`src/gkm_pkg.sv`:
```
`timescale 1ns / 1ps
// ----------------------------------------------------------------------------
// gkm_pkg: shared types, constants and helpers
// Widths, command and status structs, step codes and clamp functions used by
// the Gaussian kernel MMD controller, datapath and divider.
// ----------------------------------------------------------------------------
package gkm_pkg;

  // Sizing
  localparam int MAX_ROWS   = 64;
  localparam int MAX_DIMS   = 16;
  localparam int SET_SIZE   = MAX_ROWS * MAX_DIMS;
  localparam int IDX_W      = $clog2(SET_SIZE);
  localparam int CNT_W      = IDX_W + 1;
  localparam int ADDR_W     = IDX_W + 1;
  localparam int ROW_W      = $clog2(MAX_ROWS + 1);
  localparam int DIM_W      = $clog2(MAX_DIMS + 1);

  // Field and register widths
  localparam int ROWCFG_W   = 7;
  localparam int DIMCFG_W   = 5;
  localparam int INV_W      = 24;
  localparam int SAMPLE_W   = 16;
  localparam int MMD_W      = 32;
  localparam int SUM_W      = 32;
  localparam int SQ_W       = 32;
  localparam int DIST_W     = SQ_W + $clog2(MAX_DIMS) + 1;
  localparam int DEN_W      = 2 * ROW_W;
  localparam int NUM_W      = SUM_W + 14;
  localparam int DIVCNT_W   = $clog2(NUM_W + 1);
  localparam int CFG_IDX_W  = 8;
  localparam int CFG_DATA_W = 24;

  // Configuration register indexes
  localparam logic [CFG_IDX_W-1:0] CFG_ROWS_X     = 8'd0;
  localparam logic [CFG_IDX_W-1:0] CFG_ROWS_Y     = 8'd1;
  localparam logic [CFG_IDX_W-1:0] CFG_DIMENSIONS = 8'd2;
  localparam logic [CFG_IDX_W-1:0] CFG_INV_SCALE  = 8'd3;

  // Kernel micro-steps: one shared multiplier, issue then capture
  localparam logic [3:0] ST_NONE = 4'd0;
  localparam logic [3:0] ST_TLO  = 4'd1;
  localparam logic [3:0] ST_THI  = 4'd2;
  localparam logic [3:0] ST_R2   = 4'd3;
  localparam logic [3:0] ST_R3   = 4'd4;
  localparam logic [3:0] ST_R4   = 4'd5;
  localparam logic [3:0] ST_Q6   = 4'd6;
  localparam logic [3:0] ST_Q24  = 4'd7;
  localparam logic [3:0] ST_P    = 4'd8;

  // Sum / term selection
  localparam logic [1:0] SEL_X  = 2'd0;
  localparam logic [1:0] SEL_Y  = 2'd1;
  localparam logic [1:0] SEL_XY = 2'd2;

  // Arithmetic constants
  localparam logic [34:0] ONE_Q30    = 35'd1 << 30;
  localparam logic [31:0] RECIP_6    = 32'd715827882;   // floor(2^32 / 6)
  localparam logic [31:0] RECIP_24   = 32'd178956970;   // floor(2^32 / 24)
  localparam logic [31:0] T_LIMIT_HI = 32'd12;          // 12.0 in Q.32, upper word
  localparam logic [32:0] ROUND_Q14  = 33'd1 << 13;
  localparam logic [15:0] KERN_MAX   = 16'hFFFF;

  typedef struct packed {
    logic              in_ready;
    logic              rd_en;
    logic              rd_first;
    logic [ADDR_W-1:0] rd_addr_a;
    logic [ADDR_W-1:0] rd_addr_b;
    logic [3:0]        mul_op;
    logic [3:0]        cap_op;
    logic              poly;
    logic              kern_add;
    logic [1:0]        sel;
    logic              div_start;
    logic              div_cap;
    logic              out_load;
  } gkm_cmd_t;

  typedef struct packed {
    logic [ROW_W-1:0] nx;
    logic [ROW_W-1:0] ny;
    logic [DIM_W-1:0] dims;
    logic             dist_busy;
    logic             t_zero;
    logic             div_busy;
    logic             out_full;
  } gkm_stat_t;

  function automatic logic [ROW_W-1:0] clamp_rows(input logic [ROWCFG_W-1:0] v);
    logic [ROW_W-1:0] res;
    if (v == '0) res = ROW_W'(1);
    else if (32'(v) > MAX_ROWS) res = ROW_W'(MAX_ROWS);
    else res = ROW_W'(v);
    return res;
  endfunction

  function automatic logic [DIM_W-1:0] clamp_dims(input logic [DIMCFG_W-1:0] v);
    logic [DIM_W-1:0] res;
    if (v == '0) res = DIM_W'(1);
    else if (32'(v) > MAX_DIMS) res = DIM_W'(MAX_DIMS);
    else res = DIM_W'(v);
    return res;
  endfunction

endpackage

```
`src/gkm_ctrl.sv`:
```
`timescale 1ns / 1ps
// ----------------------------------------------------------------------------
// gkm_ctrl: sequencing controller
// Walks the pair loops of each phase, steps the kernel micro-sequence and
// the scaling divisions, and hands the result to the output register.
// ----------------------------------------------------------------------------
module gkm_ctrl (
  input  logic                clk,
  input  logic                rst_n,
  input  logic                in_valid,
  input  logic                in_last_element,
  input  gkm_pkg::gkm_stat_t  stat,
  output gkm_pkg::gkm_cmd_t   cmd
);

  localparam logic [3:0] S_IDLE     = 4'd0;
  localparam logic [3:0] S_PHASE    = 4'd1;
  localparam logic [3:0] S_DIST     = 4'd2;
  localparam logic [3:0] S_WAIT     = 4'd3;
  localparam logic [3:0] S_MUL      = 4'd4;
  localparam logic [3:0] S_CAP      = 4'd5;
  localparam logic [3:0] S_POLY     = 4'd6;
  localparam logic [3:0] S_KERN     = 4'd7;
  localparam logic [3:0] S_FIN_GO   = 4'd8;
  localparam logic [3:0] S_FIN_WAIT = 4'd9;
  localparam logic [3:0] S_FIN_CAP  = 4'd10;
  localparam logic [3:0] S_OUT      = 4'd11;

  logic [3:0]                 state_r, state_nxt;
  logic [1:0]                 phase_r, phase_nxt;
  logic [gkm_pkg::ROW_W-1:0]  i_r, i_nxt, j_r, j_nxt;
  logic [gkm_pkg::DIM_W-1:0]  c_r, c_nxt;
  logic [gkm_pkg::IDX_W-1:0]  bi_r, bi_nxt, bj_r, bj_nxt;
  logic [3:0]                 step_r, step_nxt;
  logic [2:0]                 pc_r, pc_nxt;

  logic [gkm_pkg::ROW_W-1:0]  n_a, n_b;
  logic [gkm_pkg::IDX_W-1:0]  dims_i;
  logic                       set_a, set_b, same_set;

  always_comb begin
    same_set = phase_r != gkm_pkg::SEL_XY;
    set_a    = phase_r == gkm_pkg::SEL_Y;
    set_b    = phase_r != gkm_pkg::SEL_X;
    n_a      = (phase_r == gkm_pkg::SEL_Y) ? stat.ny : stat.nx;
    n_b      = same_set ? n_a : stat.ny;
    dims_i   = gkm_pkg::IDX_W'(stat.dims);
  end

  always_comb begin
    state_nxt = state_r;
    phase_nxt = phase_r;
    i_nxt     = i_r;
    j_nxt     = j_r;
    c_nxt     = c_r;
    bi_nxt    = bi_r;
    bj_nxt    = bj_r;
    step_nxt  = step_r;
    pc_nxt    = pc_r;
    cmd       = '0;
    cmd.sel   = phase_r;
    cmd.rd_addr_a = {set_a, bi_r + gkm_pkg::IDX_W'(c_r)};
    cmd.rd_addr_b = {set_b, bj_r + gkm_pkg::IDX_W'(c_r)};

    case (state_r)
      // Take samples until the last one
      S_IDLE: begin
        cmd.in_ready = 1'b1;
        if (in_valid && in_last_element) begin
          phase_nxt = gkm_pkg::SEL_X;
          state_nxt = S_PHASE;
        end
      end
      // Set up the pair loop of a phase, skip sets without pairs
      S_PHASE: begin
        c_nxt  = '0;
        i_nxt  = '0;
        bi_nxt = '0;
        if (phase_r == gkm_pkg::SEL_XY) begin
          j_nxt     = '0;
          bj_nxt    = '0;
          state_nxt = S_DIST;
        end else if (n_a < gkm_pkg::ROW_W'(2)) begin
          phase_nxt = phase_r + 1'b1;
        end else begin
          j_nxt     = gkm_pkg::ROW_W'(1);
          bj_nxt    = dims_i;
          state_nxt = S_DIST;
        end
      end
      // Issue one dimension per cycle
      S_DIST: begin
        cmd.rd_en    = 1'b1;
        cmd.rd_first = c_r == '0;
        if (c_r == stat.dims - 1'b1) begin
          c_nxt     = '0;
          state_nxt = S_WAIT;
        end else begin
          c_nxt = c_r + 1'b1;
        end
      end
      S_WAIT: begin
        if (!stat.dist_busy) begin
          step_nxt  = gkm_pkg::ST_TLO;
          state_nxt = S_MUL;
        end
      end
      S_MUL: begin
        if (step_r == gkm_pkg::ST_R2 && stat.t_zero) begin
          state_nxt = S_KERN;
        end else begin
          cmd.mul_op = step_r;
          state_nxt  = S_CAP;
        end
      end
      S_CAP: begin
        cmd.cap_op = step_r;
        state_nxt  = S_MUL;
        case (step_r)
          gkm_pkg::ST_TLO: step_nxt = gkm_pkg::ST_THI;
          gkm_pkg::ST_THI: step_nxt = gkm_pkg::ST_R2;
          gkm_pkg::ST_R2:  step_nxt = gkm_pkg::ST_R3;
          gkm_pkg::ST_R3:  step_nxt = gkm_pkg::ST_R4;
          gkm_pkg::ST_R4:  step_nxt = gkm_pkg::ST_Q6;
          gkm_pkg::ST_Q6:  step_nxt = gkm_pkg::ST_Q24;
          gkm_pkg::ST_Q24: state_nxt = S_POLY;
          gkm_pkg::ST_P: begin
            if (pc_r == 3'd7) state_nxt = S_KERN;
            else pc_nxt = pc_r + 1'b1;
          end
          default: state_nxt = S_KERN;
        endcase
      end
      // Form the series, then square it eight times
      S_POLY: begin
        cmd.poly  = 1'b1;
        step_nxt  = gkm_pkg::ST_P;
        pc_nxt    = '0;
        state_nxt = S_MUL;
      end
      // Add the kernel value and advance to the next pair
      S_KERN: begin
        cmd.kern_add = 1'b1;
        state_nxt    = S_DIST;
        if ((gkm_pkg::ROW_W+1)'(j_r) + 1'b1 < (gkm_pkg::ROW_W+1)'(n_b)) begin
          j_nxt  = j_r + 1'b1;
          bj_nxt = bj_r + dims_i;
        end else if (same_set &&
                     (gkm_pkg::ROW_W+1)'(i_r) + 2'd2 < (gkm_pkg::ROW_W+1)'(n_a)) begin
          i_nxt  = i_r + 1'b1;
          j_nxt  = i_r + 2'd2;
          bi_nxt = bi_r + dims_i;
          bj_nxt = bi_r + dims_i + dims_i;
        end else if (!same_set &&
                     (gkm_pkg::ROW_W+1)'(i_r) + 1'b1 < (gkm_pkg::ROW_W+1)'(n_a)) begin
          i_nxt  = i_r + 1'b1;
          j_nxt  = '0;
          bi_nxt = bi_r + dims_i;
          bj_nxt = '0;
        end else if (same_set) begin
          phase_nxt = phase_r + 1'b1;
          state_nxt = S_PHASE;
        end else begin
          phase_nxt = gkm_pkg::SEL_X;
          state_nxt = S_FIN_GO;
        end
      end
      // Scale each sum; terms of single-row sets stay zero
      S_FIN_GO: begin
        if (phase_r != gkm_pkg::SEL_XY && n_a < gkm_pkg::ROW_W'(2)) begin
          phase_nxt = phase_r + 1'b1;
        end else begin
          cmd.div_start = 1'b1;
          state_nxt     = S_FIN_WAIT;
        end
      end
      S_FIN_WAIT: begin
        if (!stat.div_busy) state_nxt = S_FIN_CAP;
      end
      S_FIN_CAP: begin
        cmd.div_cap = 1'b1;
        if (phase_r == gkm_pkg::SEL_XY) begin
          state_nxt = S_OUT;
        end else begin
          phase_nxt = phase_r + 1'b1;
          state_nxt = S_FIN_GO;
        end
      end
      // Hold until the output register is free
      S_OUT: begin
        if (!stat.out_full) begin
          cmd.out_load = 1'b1;
          state_nxt    = S_IDLE;
        end
      end
      default: state_nxt = S_IDLE;
    endcase
  end

  always_ff @(posedge clk) begin
    if (!rst_n) begin
      state_r <= S_IDLE;
      phase_r <= gkm_pkg::SEL_X;
      step_r  <= gkm_pkg::ST_NONE;
      pc_r    <= '0;
      c_r     <= '0;
    end else begin
      state_r <= state_nxt;
      phase_r <= phase_nxt;
      step_r  <= step_nxt;
      pc_r    <= pc_nxt;
      c_r     <= c_nxt;
    end
  end

  always_ff @(posedge clk) begin
    i_r  <= i_nxt;
    j_r  <= j_nxt;
    bi_r <= bi_nxt;
    bj_r <= bj_nxt;
  end

endmodule

```
`config.mk`:
```
export PLATFORM = sky130hd
export DESIGN_NAME = gkm_ctrl
export DESIGN_NICKNAME = d
export VERILOG_FILES = /design/src/gkm_pkg.sv /design/src/gkm_ctrl.sv
export SDC_FILE = /design/constraint.sdc
export NUM_CORES = 1
export LEC_CHECK = 0
export ABC_AREA = 1
export BUFFER_PORTS_ARGS = -buffer_cell sky130_fd_sc_hd__buf_2
export CAP_MARGIN = 20
export CORE_MARGIN = 2
export CORE_UTILIZATION = 54
export CTS_CLUSTER_SIZE = 24
export DETAILED_ROUTE_END_ITERATION = 12
export PLACE_DENSITY = 0.77
export SYNTH_ARGS = -nofsm -noshare
export SYNTH_HDL_FRONTEND = slang
export SYNTH_SLANG_ARGS = --single-unit
```
`constraint.sdc`:
```
create_clock -name clk -period 3.4 [get_ports clk]
set_input_delay 0.68 -clock clk [delete_from_list [all_inputs] [get_ports clk]]
set_output_delay 0.68 -clock clk [all_outputs]
set_load 0.005 [all_outputs]
```
Word level (Yosys, flattened, before mapping)
Cells that the tools add are included.
W data, S select, Z words.
{"block": "word_totals", "reg_bits": 52, "wordCells": 161}
{"block": "classes", "n_lt_le_gt_ge": 4, "reduce_logical": 21, "addsub": 15, "n_eq_ne": 43, "muxes": 69}
{"operator": "$mux W10", "count": 8}
{"operator": "$mux W7", "count": 10}
{"operator": "$mux W4", "count": 16}
{"operator": "$add A10 B5 Y10", "count": 5}
{"operator": "$pmux W4 S12", "count": 1}
{"operator": "$pmux W10 S2", "count": 2}
{"operator": "$eq A4 B3 Y1 const B", "count": 8}
{"operator": "$ne A2 B2 Y1 const B", "count": 15}
{"operator": "$pmux W7 S2", "count": 2}
{"operator": "$mux W2", "count": 13}
{"operator": "$lt A8 B7 Y1", "count": 3}
{"operator": "$pmux W4 S6", "count": 1}
{"operator": "$eq A4 B4 Y1 const B", "count": 5}
{"operator": "$add A7 B1 Y8 const B", "count": 2}
{"operator": "$eq A4 B2 Y1 const B", "count": 4}
{"operator": "$add A7 B1 Y7 const B", "count": 2}
{"operator": "$pmux W4 S3", "count": 1}
{"operator": "$reduce_and A3 Y1", "count": 4}
{"operator": "$pmux W2 S5", "count": 1}
{"operator": "$pmux W5 S2", "count": 1}
{"operator": "$reduce_and A9 Y1", "count": 1}
{"operator": "$add A7 B2 Y8 const B", "count": 1}
{"operator": "$eq A4 B1 Y1 const B", "count": 2}
{"operator": "$mux W1", "count": 8}
{"operator": "27 further kinds", "count": 36}

Longest topological paths before layout
Gate-level depths: netlist of the first run.
{"block": "logic_depth", "word_depth": 8, "depth_mapped": 20, "mapped_depth_nobuf": 19}

Worst setup path before layout of the first run
OpenSTA, ideal clock, no wires.
{"block": "synth_timing", "path_type": "register -> register", "startpoint": "register phase_r[0]", "endpoint": "register bj_r[0] in the netlist's numbering (enable)", "path_slack_ps": -148, "setup_time_ps": 401, "period_less_slack_ps": 3548, "arrival_ps": 3146, "path_stages_with_launch": 13, "cell_sequence": "dfxtp_1 -> inv_1 -> ha_1 -> inv_1 -> clkbuf_1 -> clkbuf_1 -> o21ai_0 -> ha_1 -> a21oi_1 -> nand3_1 -> inv_1 -> a21oi_1 -> a31oi_1"}
{"block": "synth_via", "elab_chain_len": 6, "word_cells_on_any_way": 15, "classes_between": "order compare: 4; eq/ne: 5; mux: 2; reduce/logical: 4"}
{"item": "start: declaration", "line_no": "gkm_ctrl.sv:30", "source": "logic [1:0] phase_r, phase_nxt;"}
{"item": "start signal: assignment", "line_no": "gkm_ctrl.sv:203", "source": "phase_r <= gkm_pkg::SEL_X;"}
{"item": "start signal: assignment", "line_no": "gkm_ctrl.sv:209", "source": "phase_r <= phase_nxt;"}
{"item": "$eq A2 B1 Y1", "line_no": "gkm_ctrl.sv:45", "source": "n_a = (phase_r == gkm_pkg::SEL_Y) ? stat.ny : stat.nx;"}
{"item": "$mux W7", "line_no": "gkm_ctrl.sv:45"}
{"item": "$mux W7, or another cell as far along", "line_no": "gkm_ctrl.sv:46", "source": "n_b = same_set ? n_a : stat.ny;"}
{"item": "$lt A8 B7 Y1, or another cell as far along", "line_no": "gkm_ctrl.sv:145", "source": "if ((gkm_pkg::ROW_W+1)'(j_r) + 1'b1 < (gkm_pkg::ROW_W+1)'(n_b)) begin"}
{"item": "$ne A4 B4 Y1 (no line)"}
{"item": "$reduce_and A3 Y1 (no line) (*)"}
{"item": "end signal: assignment", "line_no": "gkm_ctrl.sv:220", "source": "bj_r <= bj_nxt;"}
{"item": "end: declaration", "line_no": "gkm_ctrl.sv:33", "source": "logic [gkm_pkg::IDX_W-1:0] bi_r, bi_nxt, bj_r, bj_nxt;"}
Every way passes the cells marked *; elsewhere a longest branch is shown, timed or not.
A chain may end at the register's enable or synchronous reset.

Worst setup path after layout of the first run
{"block": "layout_timing", "startpoint": "input port stat[4] in the netlist's numbering", "endpoint": "register bj_r[7] in the netlist's numbering, data pin"}
{"block": "layout_via", "elab_chain_len": 5, "word_cells_on_any_way": 6, "classes_between": "add/sub: 3; mux: 3"}
{"item": "start: declaration", "line_no": "gkm_ctrl.sv:12", "source": "input gkm_pkg::gkm_stat_t stat,"}
{"item": "$add A10 B5 Y10 (2 in series)", "line_no": "gkm_ctrl.sv:153", "source": "bj_nxt = bi_r + dims_i + dims_i;"}
{"item": "$mux W10", "line_no": "gkm_ctrl.sv:148", "source": "end else if (same_set &&"}
{"item": "$mux W10 (*)", "line_no": "gkm_ctrl.sv:145"}
{"item": "$pmux W10 S2 (*)", "line_no": "gkm_ctrl.sv:65", "source": "case (state_r)"}
Marked as above.

==> flow_metrics.py, run 1 <==
metrics = {
    "yosys": {
        "synth_common_cells": "157 x nand2_1, 108 x inv_1, 72 x nor2_1",
        "netlist.area_leader.share": 0.198,
        "seq_area_frac_synth": 0.268,
        "synth_seq_cells": 52,
        "yosysMostFrequentCell": "nand2_1",
        "synth_area_um2": 5160,
        "yosys_warnings": 0,
        "synth_edf_count": 34,
        "syn_nets": 808,
        "synthFlopType": "edfxtp_1",
        "ys_types": 51,
        "synth_cells": 722,
        "synth.avg_cell_area_um2": 7.14,
        "yosysTopAreaCell": "edfxtp_1",
        "synthArstFlopShare": 0,
        "synth.area.top_cells": "edfxtp_1 20%, ha_1 13%, nand2_1 11%",
    },
    "sta": {
        "finalCritPeriodShare": 0.920,
        "grt_setup_unrepaired": "no",
        "slew_headroom": 0.600,
        "maxSlewViolCount": 0,
        "clock_skew_ns": 0.0124,
        "timing.fmax_mhz": 320,
        "finalSetupViolCount": 0,
        "tns_ns": 0,
        "worst-slew-pin-transition_ns": 0.598,
        "fin_crit_ns": 3.13,
        "finalHoldViolCount": 0,
    },
    "drt": {
        "drc": 0,
        "postRouteAntennaNets": 0,
        "vias_per_cell": 5.29,
        "routed_wl_mm": 12.3,
        "detail_route.wl_per_cell_um": 13.4,
        "drt_iter0_markers": 262,
        "first_pass_iters": 5,
        "num_vias": 4873,
    },
    "worst_setup_path": {
        "cp_max_fo": 5,
        "crit_path_end_kind": "register",
        "critPathRequiredTime_ns": 3.47,
        "arrival_ns": 3.19,
        "worstSetupPathType": "primary input to register",
        "cp-start-kind": "primary input",
    },
    "clocking": {
        "cts_sinks": 52,
        "htreeDepth": 2,
        "root_buffer": "clkbuf_8",
        "cts_buffers": 5,
        "worstSkewPairLatency_ns": 0.32,
        "cts_tree": "done",
        "cts.reportedPaths.clkPinSlew_ns": 0.11,
        "clockBufferDepth": 2,
        "hold_buffers": 0,
    },
    "cells_and_area": {
        "syn_to_final_growth_pct": 12.0,
        "regArea_um2": 1380,
        "instances_no_fill": 922,
        "fill_cells": 845,
        "multiInputGateArea_um2": 3280,
        "drive_gt1_frac": 0.156,
        "insertedDiodeCount": 0,
        "nets": 878,
    },
    "die": {
        "rows": 35,
        "die-area_um2": 10300,
        "core_region_area_um2": 9240,
        "ioPinCount": 67,
        "die_w_um": 102,
        "start_util": 0.558,
        "die_h_um": 102,
    },
    "pwr": {
        "power_per_cell_area_nw_per_um2": 523,
        "vdd_drop_max_uv": 277,
        "p_leak_nw": 2.87,
    },
    "grt": {
        "grt_pass1_vias": 4533,
        "grt_pass1_wl_mm": 20.6,
        "antenna_found_initial": 0,
        "grt_max_degree": 27,
        "grt-ovfl-total": 0,
        "grtUsageTotal": 0.246,
    },
    "placement": {
        "hpwl_mm": 9.83,
        "place_congestion": 0.914,
        "io_buffers": 66,
        "dp_cells": 914,
    },
    "status": {
        "status": "finished, final reports clean",
    },
    "hold_path": {
        "min_path_type": "register to register",
    },
    "job": {
        "cap_violations": 0,
    },
}
==> final cells by class <==
type                            instances  area share
Multi-Input combinational cell        539       0.567
Sequential cell                        52       0.239
Inverter                              121      0.0789
Timing Repair Buffer                   73      0.0663
Tap cell                              129      0.0280
Clock buffer                            7      0.0186
Clock inverter                          1     0.00152
==> logic make-up after synthesis <==
family          share of synthesized area
flops                               0.268
fa+ha+maj                           0.150
xor+xnor                           0.0798
simple gates                        0.273
compound gates                      0.130
buf+inv                            0.0985
==> power breakdown <==
group          switching (mW)  internal [mW]  leakage, nW  total (mW)
clock network           0.228          0.212       0.0596       0.440
logic                    1.03          0.616         2.34        1.64
registers               0.111          0.823        0.466       0.934
total                    1.37           1.65         2.87        3.02
==> timing repair <==
item,in CTS,in global routing
endpoints found under the hold margin,0,0
endpoints found under the setup margin,0,28
setup buffers,0,0
resized for setup,0,2
==> routing by layer <==
metal  global-route usage  routed length (µm)  vias up
met5                    0                   0        -
met4               0.0447                  98        0
met3               0.0290                 696       10
met2                0.441                5930      153
met1                0.322                5610     2224
li1                     -                   -     2486
==> sequential cells by signal, summed over array words and instances, names as in the netlist <==
register and flops:
step_r 4, bi_r 10, i_r 7, j_r 7, bj_r 10, phase_r 2, state_r 4, c_r 5
pc_r 3
==> critical path, stage by stage <==
cell and delay [ns]:
buf_2 0.11, ha_1 0.20, inv_1 0.08, fa_1 0.18, inv_1 0.06, nand3_1 0.06
nand2_1 0.06, or2_2 0.28, nand2_1 0.08, inv_1 0.05, ha_1 0.34, nand2_1 0.09
o21ai_0 0.19, nor2_1 0.07, or2_0 0.26, nor2_2 0.15, xor2_1 0.17, o21ai_1 0.07
==> per-stage QoR <==
stage          cell area, µm²  hold WS, ns  total power [mW]  utilization  worst slack, ns
4_1_cts                  5770        0.490              3.01        0.625            0.200
5_1_grt                  5770        0.508              3.30        0.625           0.0365
6_report                 5770        0.486              3.02        0.625            0.272
3_5_place_dp             5660        0.475              2.57        0.612          -0.0169
2_1_floorplan            5160        0.448              2.13            -            0.208
3_3_place_gp             5660        0.455              2.52        0.612           0.0870
==> worst paths after layout <==
| path | depth (start not counted) | slack (ns) | startpoint | endpoint |
|---|---|---|---|---|
| max reg2reg | 17 | 0.30 | bi_r[0] | bj_r[7] |
| max | 18 | 0.27 | stat[4] | bj_r[7] |
| min reg2reg | 2 | 0.49 | pc_r[1] | pc_r[1] |
| min | 2 | 0.49 | pc_r[1] | pc_r[1] |
==> layout by cell type (no fill, tap or decap), types with 4 or more instances in the layout <==
master      n
a21oi_2     4
o21ai_2     4
buf_4       7
a21oi_1    39
inv_1     108
o211ai_1    4
nand3_1    51
nor3_1      9
dfxtp_1    18
fa_1        5
buf_2      66
edfxtp_1   34
ha_1       53
o21ai_1     9
clkbuf_8    6
o21ai_0    26
nor2_2      4
o21bai_1    4
a211oi_1    5
clkinv_1    4
o22ai_1     4
nor2_1     72
xor2_1     36
inv_2       8
xnor2_1    11
nand2_2     7
nand2_1   157
No activity file was read; power rests on OpenSTA's default activity.
==> run 2, diff against run 1 <==
--- a/config.mk
+++ b/config.mk
@@ -5,7 +5,7 @@
 export SDC_FILE = /design/constraint.sdc
 export NUM_CORES = 1
 export LEC_CHECK = 0
-export ABC_AREA = 1
+export ABC_AREA = 0
 export BUFFER_PORTS_ARGS = -buffer_cell sky130_fd_sc_hd__buf_2
 export CAP_MARGIN = 20
 export CORE_MARGIN = 2
==> run 2 against run 1 <==
Net effect: power increased by 28%; clock power is 18% lower; highest routed layer unchanged; wire length rose by 3.7%; clock-buffer cell count is 1 lower; global-route usage grew 1.1 points; combinational power is 48% higher; largest power group unchanged.
==> flow_metrics.py, run 2 <==
metrics = {
    "status": {
        "status": "finished, final reports clean",
    },
    "yosys": {
        "synth.area.top_cells": "edfxtp_1 20%, ha_1 13%, dfxtp_1 7.0%",
        "synth_area_um2": 5160,
        "synthFlopType": "edfxtp_1",
        "syn_nets": 670,
        "synth_xor_area_frac": 0.0985,
        "ys_types": 77,
        "synth_cells": 584,
        "yosys_warnings": 0,
        "synth.avg_cell_area_um2": 8.83,
        "synth_common_cells": "54 x ha_1, 50 x nor2_1, 44 x a21oi_1",
        "synthAdderAreaFrac": 0.150,
        "synth_top_family_by_area": "simple AND/OR/NAND/NOR gates",
        "yosysTopAreaCell": "edfxtp_1",
        "muxShareOfSynthArea": 0.0279,
        "seq_area_frac_synth": 0.268,
        "synth_seq_cells": 52,
        "synth-simple-area-share": 0.203,
        "netlist.area_leader.share": 0.198,
        "synth-compound-area-share": 0.200,
        "synth_edf_count": 34,
        "synthArstFlopShare": 0,
        "yosysMostFrequentCell": "ha_1",
    },
    "sta": {
        "grt_setup_unrepaired": "no",
        "tns_ns": 0,
        "clock_skew_ns": 0.0106,
        "worst-slew-pin-transition_ns": 0.744,
        "timing.fmax_mhz": 314,
        "finalHoldViolCount": 0,
        "maxSlewViolCount": 0,
        "fin_crit_ns": 3.19,
        "slew_headroom": 0.503,
        "finalCritPeriodShare": 0.937,
        "finalSetupViolCount": 0,
    },
    "pwr": {
        "p_leak_nw": 2.47,
        "vdd_drop_max_uv": 365,
        "power_per_cell_area_nw_per_um2": 674,
    },
    "grt": {
        "grt_max_degree": 25,
        "grt-ovfl-total": 0,
        "grtUsageTotal": 0.257,
        "grt_pass1_vias": 4556,
        "antenna_found_initial": 0,
        "grt_pass1_wl_mm": 21.4,
    },
    "die": {
        "rows": 35,
        "die-area_um2": 10300,
        "die_h_um": 102,
        "start_util": 0.558,
        "die_w_um": 102,
        "ioPinCount": 67,
        "core_region_area_um2": 9240,
    },
    "clocking": {
        "cts_resized": 0,
        "cts.reportedPaths.clkPinSlew_ns": 0.09,
        "cts_tree": "done",
        "root_buffer": "clkbuf_8",
        "clockBufferDepth": 2,
        "cts_buffers": 5,
        "worstSkewPairLatency_ns": 0.31,
        "cts_setup_buffers": 0,
        "hold_buffers": 0,
        "cts_sinks": 52,
        "htreeDepth": 2,
    },
    "drt": {
        "drc": 0,
        "detail_route.wl_per_cell_um": 16.5,
        "vias_per_cell": 5.94,
        "first_pass_iters": 6,
        "drt_iter0_markers": 245,
        "postRouteAntennaNets": 0,
        "routed_wl_mm": 12.8,
        "num_vias": 4618,
    },
    "worst_setup_path": {
        "arrival_ns": 2.51,
        "critPathSlowestCell": "fa_1",
        "cp-start-kind": "register",
        "crit_chain": "inv_1 > fa_1 > inv_1 > a21oi_1 > o21ai_0 > a21o_1 > nand2_1 > nor2_1 > xor2_1 > buf_2",
        "critPathRequiredTime_ns": 2.72,
        "crit_path_end_kind": "output port",
        "cp_common_cell": "inv_1",
        "worstSetupPathType": "register to output port",
        "cpPeakStageDelay_ns": 0.49,
        "crit_family": "adder cells",
        "crit_buf_inv": 3,
        "cp_max_fo": 7,
    },
    "cells_and_area": {
        "drive_gt1_frac": 0.174,
        "nets": 733,
        "syn_to_final_growth_pct": 11.2,
        "biggestRegsByFlops": "bi_r: 10 flops, bj_r: 10 flops",
        "insertedDiodeCount": 0,
        "layout_commonest_cell": "buf_2",
        "instances_no_fill": 777,
        "fill_cells": 808,
        "most-common-layout-cells": "66 x buf_2, 54 x ha_1, 50 x nor2_1",
    },
    "job": {
        "cap_violations": 0,
    },
    "placement": {
        "place_congestion": 0.903,
        "io_buffers": 66,
        "hpwl_mm": 10.1,
        "dp_cells": 769,
    },
    "hold_path": {
        "min_path_type": "register to register",
    },
}
## run 2: cell count changes in the layout (fill, tap and decap cells not counted), moves of 7 or more
cell and change:
nor4_1 +7, nand3_1 -33, nand2_2 -7, xor2_1 -9
a21o_1 +13, nand2_1 -121, nand2b_1 +9, and2_1 +14
xnor2_1 +20, nor3_1 +8, mux2i_1 +10, inv_1 -71
inv_2 -8, nor2_1 -22
## run 2: final timing paths
check | start | to | slack [ns] | depth (start not counted)
worst max-delay path | c_r[1] | cmd[23] | 0.21 | 10
worst min register to register | pc_r[1] | pc_r[1] | 0.52 | 2
worst min-delay path | pc_r[1] | pc_r[1] | 0.52 | 2
worst max register to register | phase_r[0] | j_r[2] | 0.26 | 12
## run 2: worst register-to-register path: cells and delay by family, from the launching register on
kind / cells / cell delay (ns)
buffers and inverters: 1 / 0.16
DFF: 1 / 0.44
adders and majority gates: 2 / 0.51
AOI/OAI and AO/OA: 3 / 0.44
muxes: 1 / 0.25
and+or+nand+nor: 5 / 1.21
## run 2: per-stage QoR
stage	utilization	hold slack (ns)	cell area [µm²]	worst slack, ns	power [mW]
finish	0.621	0.518	5730	0.213	3.87
global route	0.621	0.565	5730	0.00749	4.19
CTS	0.619	0.526	5720	0.0417	3.83
detailed placement	0.610	0.504	5640	-0.00835	3.46
global placement	0.610	0.477	5640	0.167	3.35
floorplan	-	0.461	5160	0.0809	2.86
## run 2: final cells by class
cell class | count | area, µm² | area share
multi-input cells | 474 | 3520 | 0.614
well taps | 129 | 161 | 0.0281
inverters | 38 | 144 | 0.0251
repair buffers | 76 | 443 | 0.0772
clock buffers | 6 | 72.6 | 0.0127
flip-flops and latches | 52 | 1380 | 0.241
clock inverters | 2 | 11.3 | 0.00196
## run 2: kinds of logic after synthesis
family,count (synthesis)
AO/OA/AOI/OAI,148
XOR/XNOR,58
adder cells (fa/ha/maj),59
buffers and inverters,58
flip-flops,52
multiplexers,13
AND/OR/NAND/NOR,196
## run 2: routing by layer
metal,vias up,GRT usage,share of wire
met2,166,0.442,0.48
met4,0,0.0603,0.014
met5,-,0,0
met3,16,0.0352,0.065
li1,2261,-,-
met1,2175,0.344,0.44
## run 2: power breakdown
group          total (mW)  internal (mW)  switching [mW]
clock               0.360          0.144           0.216
sequential           1.09          0.871           0.215
combinational        2.42           1.04            1.38
==> run 3, diff against run 2 <==
--- a/config.mk
+++ b/config.mk
@@ -9,10 +9,11 @@
 export BUFFER_PORTS_ARGS = -buffer_cell sky130_fd_sc_hd__buf_2
 export CAP_MARGIN = 20
 export CORE_MARGIN = 2
-export CORE_UTILIZATION = 54
+export CORE_UTILIZATION = 45
+export CTS_BUF_LIST = sky130_fd_sc_hd__clkbuf_4 sky130_fd_sc_hd__clkbuf_8
 export CTS_CLUSTER_SIZE = 24
 export DETAILED_ROUTE_END_ITERATION = 12
-export PLACE_DENSITY = 0.77
+export PLACE_DENSITY = 0.66
 export SYNTH_ARGS = -nofsm -noshare
 export SYNTH_HDL_FRONTEND = slang
 export SYNTH_SLANG_ARGS = --single-unit
==> run 3 against run 2 <==
Net effect: die area increased by 19%; worst hold slack got worse by 0.0039 ns; sequential share of layout area decreased by 0.26 points; global-route usage decreased by 4.4 points; sequential power decreased by 6%; power increased by 0.83%; worst setup slack improved by 0.019 ns; combinational power increased by 3%; via count decreased by 3.0%; register-to-register slack got worse by 0.03 ns; critical endpoint is now bi_r[3]; highest routed layer unchanged.
==> flow_metrics.py, run 3 (synthesized netlist as in run 2, its figures left out) <==
metrics = {
    "clocking": {
        "cts_tree": "done",
        "cts.reportedPaths.clkPinSlew_ns": 0.09,
        "cts_buffers": 5,
        "cts_sinks": 52,
        "htreeDepth": 2,
        "hold_buffers": 0,
        "worstSkewPairLatency_ns": 0.31,
        "cts_setup_buffers": 0,
        "root_buffer": "clkbuf_8",
        "clockBufferDepth": 2,
    },
    "pwr": {
        "p_leak_nw": 2.51,
        "power_per_cell_area_nw_per_um2": 673,
        "vdd_drop_max_uv": 469,
        "finalPower_mw": 3.90,
    },
    "die": {
        "die-area_um2": 12300,
        "core_region_area_um2": 11300,
        "rows": 39,
        "ioPinCount": 67,
        "die_w_um": 111,
        "start_util": 0.456,
        "die_h_um": 111,
    },
    "drt": {
        "drc": 0,
        "routed.top_layer": "met4",
        "vias_per_cell": 5.61,
        "wirelength_met1_mm": 6.03,
        "wl_met2_mm": 5.95,
        "first_pass_iters": 5,
        "routed_wl_mm": 12.9,
        "dr_wl_met3_um": 649,
        "drt_iter0_markers": 205,
        "postRouteAntennaNets": 0,
        "num_vias": 4478,
        "detail_route.wl_per_cell_um": 16.2,
    },
    "placement": {
        "hpwl_mm": 10.2,
        "place_congestion": 0.893,
        "placedInstanceArea_um2": 5700,
        "io_buffers": 66,
        "pre_cts_ws_ns": 0.122,
        "dp_cells": 790,
    },
    "cells_and_area": {
        "drive_gt1_frac": 0.185,
        "most-common-layout-cells": "66 x buf_2, 53 x ha_1, 50 x nor2_1",
        "design_area_um2": 5800,
        "layout_commonest_cell": "buf_2",
        "syn_to_final_growth_pct": 12.4,
        "fill_cells": 1062,
        "instances_no_fill": 798,
        "biggestRegsByFlops": "bi_r: 10 flops, bj_r: 10 flops",
        "nets": 740,
        "utilization": 0.512,
        "insertedDiodeCount": 0,
    },
    "grt": {
        "grt-ovfl-total": 0,
        "grtUsageTotal": 0.214,
        "grt_max_degree": 24,
        "grt_pass1_vias": 4407,
        "antenna_found_initial": 0,
        "grt_pass1_wl_mm": 21.8,
    },
    "sta": {
        "timing.fmax_mhz": 316,
        "clock_skew_ns": 0.00557,
        "finalHoldViolCount": 0,
        "finalCritPeriodShare": 0.932,
        "worst-slew-pin-transition_ns": 0.552,
        "slew_headroom": 0.631,
        "maxSlewViolCount": 0,
        "fin_crit_ns": 3.17,
        "grt_setup_unrepaired": "no",
        "finalSetupViolCount": 0,
        "whs_ns": 0.514,
        "tns_ns": 0,
        "setup_ws_ns": 0.231,
    },
    "worst_setup_path": {
        "cp-start-kind": "register",
        "arrival_ns": 3.19,
        "regToRegSetupSlack_ns": 0.23,
        "cp_max_fo": 17,
        "rr_worst_depth": 12,
        "critPathRequiredTime_ns": 3.42,
        "worstSetupPathType": "register to register",
        "reg2reg_to": "bi_r[3]",
        "worstReg2RegStart": "phase_r[1]",
        "crit_path_end_kind": "register",
    },
    "hold_path": {
        "hold_end": "pc_r[1]",
        "min_path_type": "register to register",
        "hp-start": "pc_r[1]",
        "min_path_cells": 2,
    },
    "job": {
        "cap_violations": 0,
    },
    "status": {
        "status": "finished, final reports clean",
    },
}
## run 3: cell count changes in the layout (fill, tap and decap cells not counted), sizes merged
cell / previous run / this run
buf: 76 / 83
clkbuf: 6 / 7
clkinvlp: 1 / 0
## run 3: critical path, cell delays in order (launching register included)
cell and delay (ns):
dfxtp_1 0.35, inv_1 0.11, ha_2 0.31, buf_4 0.19
mux2i_1 0.24, ha_1 0.30, a21o_1 0.19, a211oi_2 0.24
a2bb2oi_2 0.18, and3_4 0.26, a21o_1 0.15, a21o_1 0.17
buf_12 0.18
## run 3: report_power, final
group	internal (mW)	total (mW)	switching [mW]
sequential	0.872	1.03	0.162
clock	0.160	0.368	0.208
combinational	1.06	2.50	1.43
## run 3: how the worst max path moves through the flow
stage / from / endpoint / slack (ns) / depth (start not counted)
finish: phase_r[1] / bi_r[3] / 0.23 / 12
CTS: c_r[1] / cmd[23] / 0.09 / 10
global route: i_r[1] / i_r[3] / 0.02 / 12
detailed placement: stat[5] / bj_r[8] / 0.12 / 12
floorplan: phase_r[0] / bj_r[0] / 0.08 / 12
global placement: stat[5] / bj_r[8] / 0.20 / 12
## run 3: what timing repair did
action | 4_1_cts | 5_1_grt
resized for setup | 0 | 4
hold endpoints to repair | 0 | 0
setup endpoints to repair | 0 | 29
## run 3: cell type report
type | instances | area [µm²] | area share
Clock buffer | 7 | 83.8 | 0.0145
Clock inverter | 1 | 3.75 | 0.000648
Inverter | 38 | 144 | 0.0248
Multi-Input combinational cell | 474 | 3520 | 0.607
Sequential cell | 52 | 1380 | 0.239
Tap cell | 143 | 179 | 0.0309
Timing Repair Buffer | 83 | 483 | 0.0833
## run 3: routing by layer
layer  up-vias  track usage
met5         -            0
met4         0       0.0683
met3        23       0.0301
met2       134        0.357
met1      2061        0.287
li1       2260            -
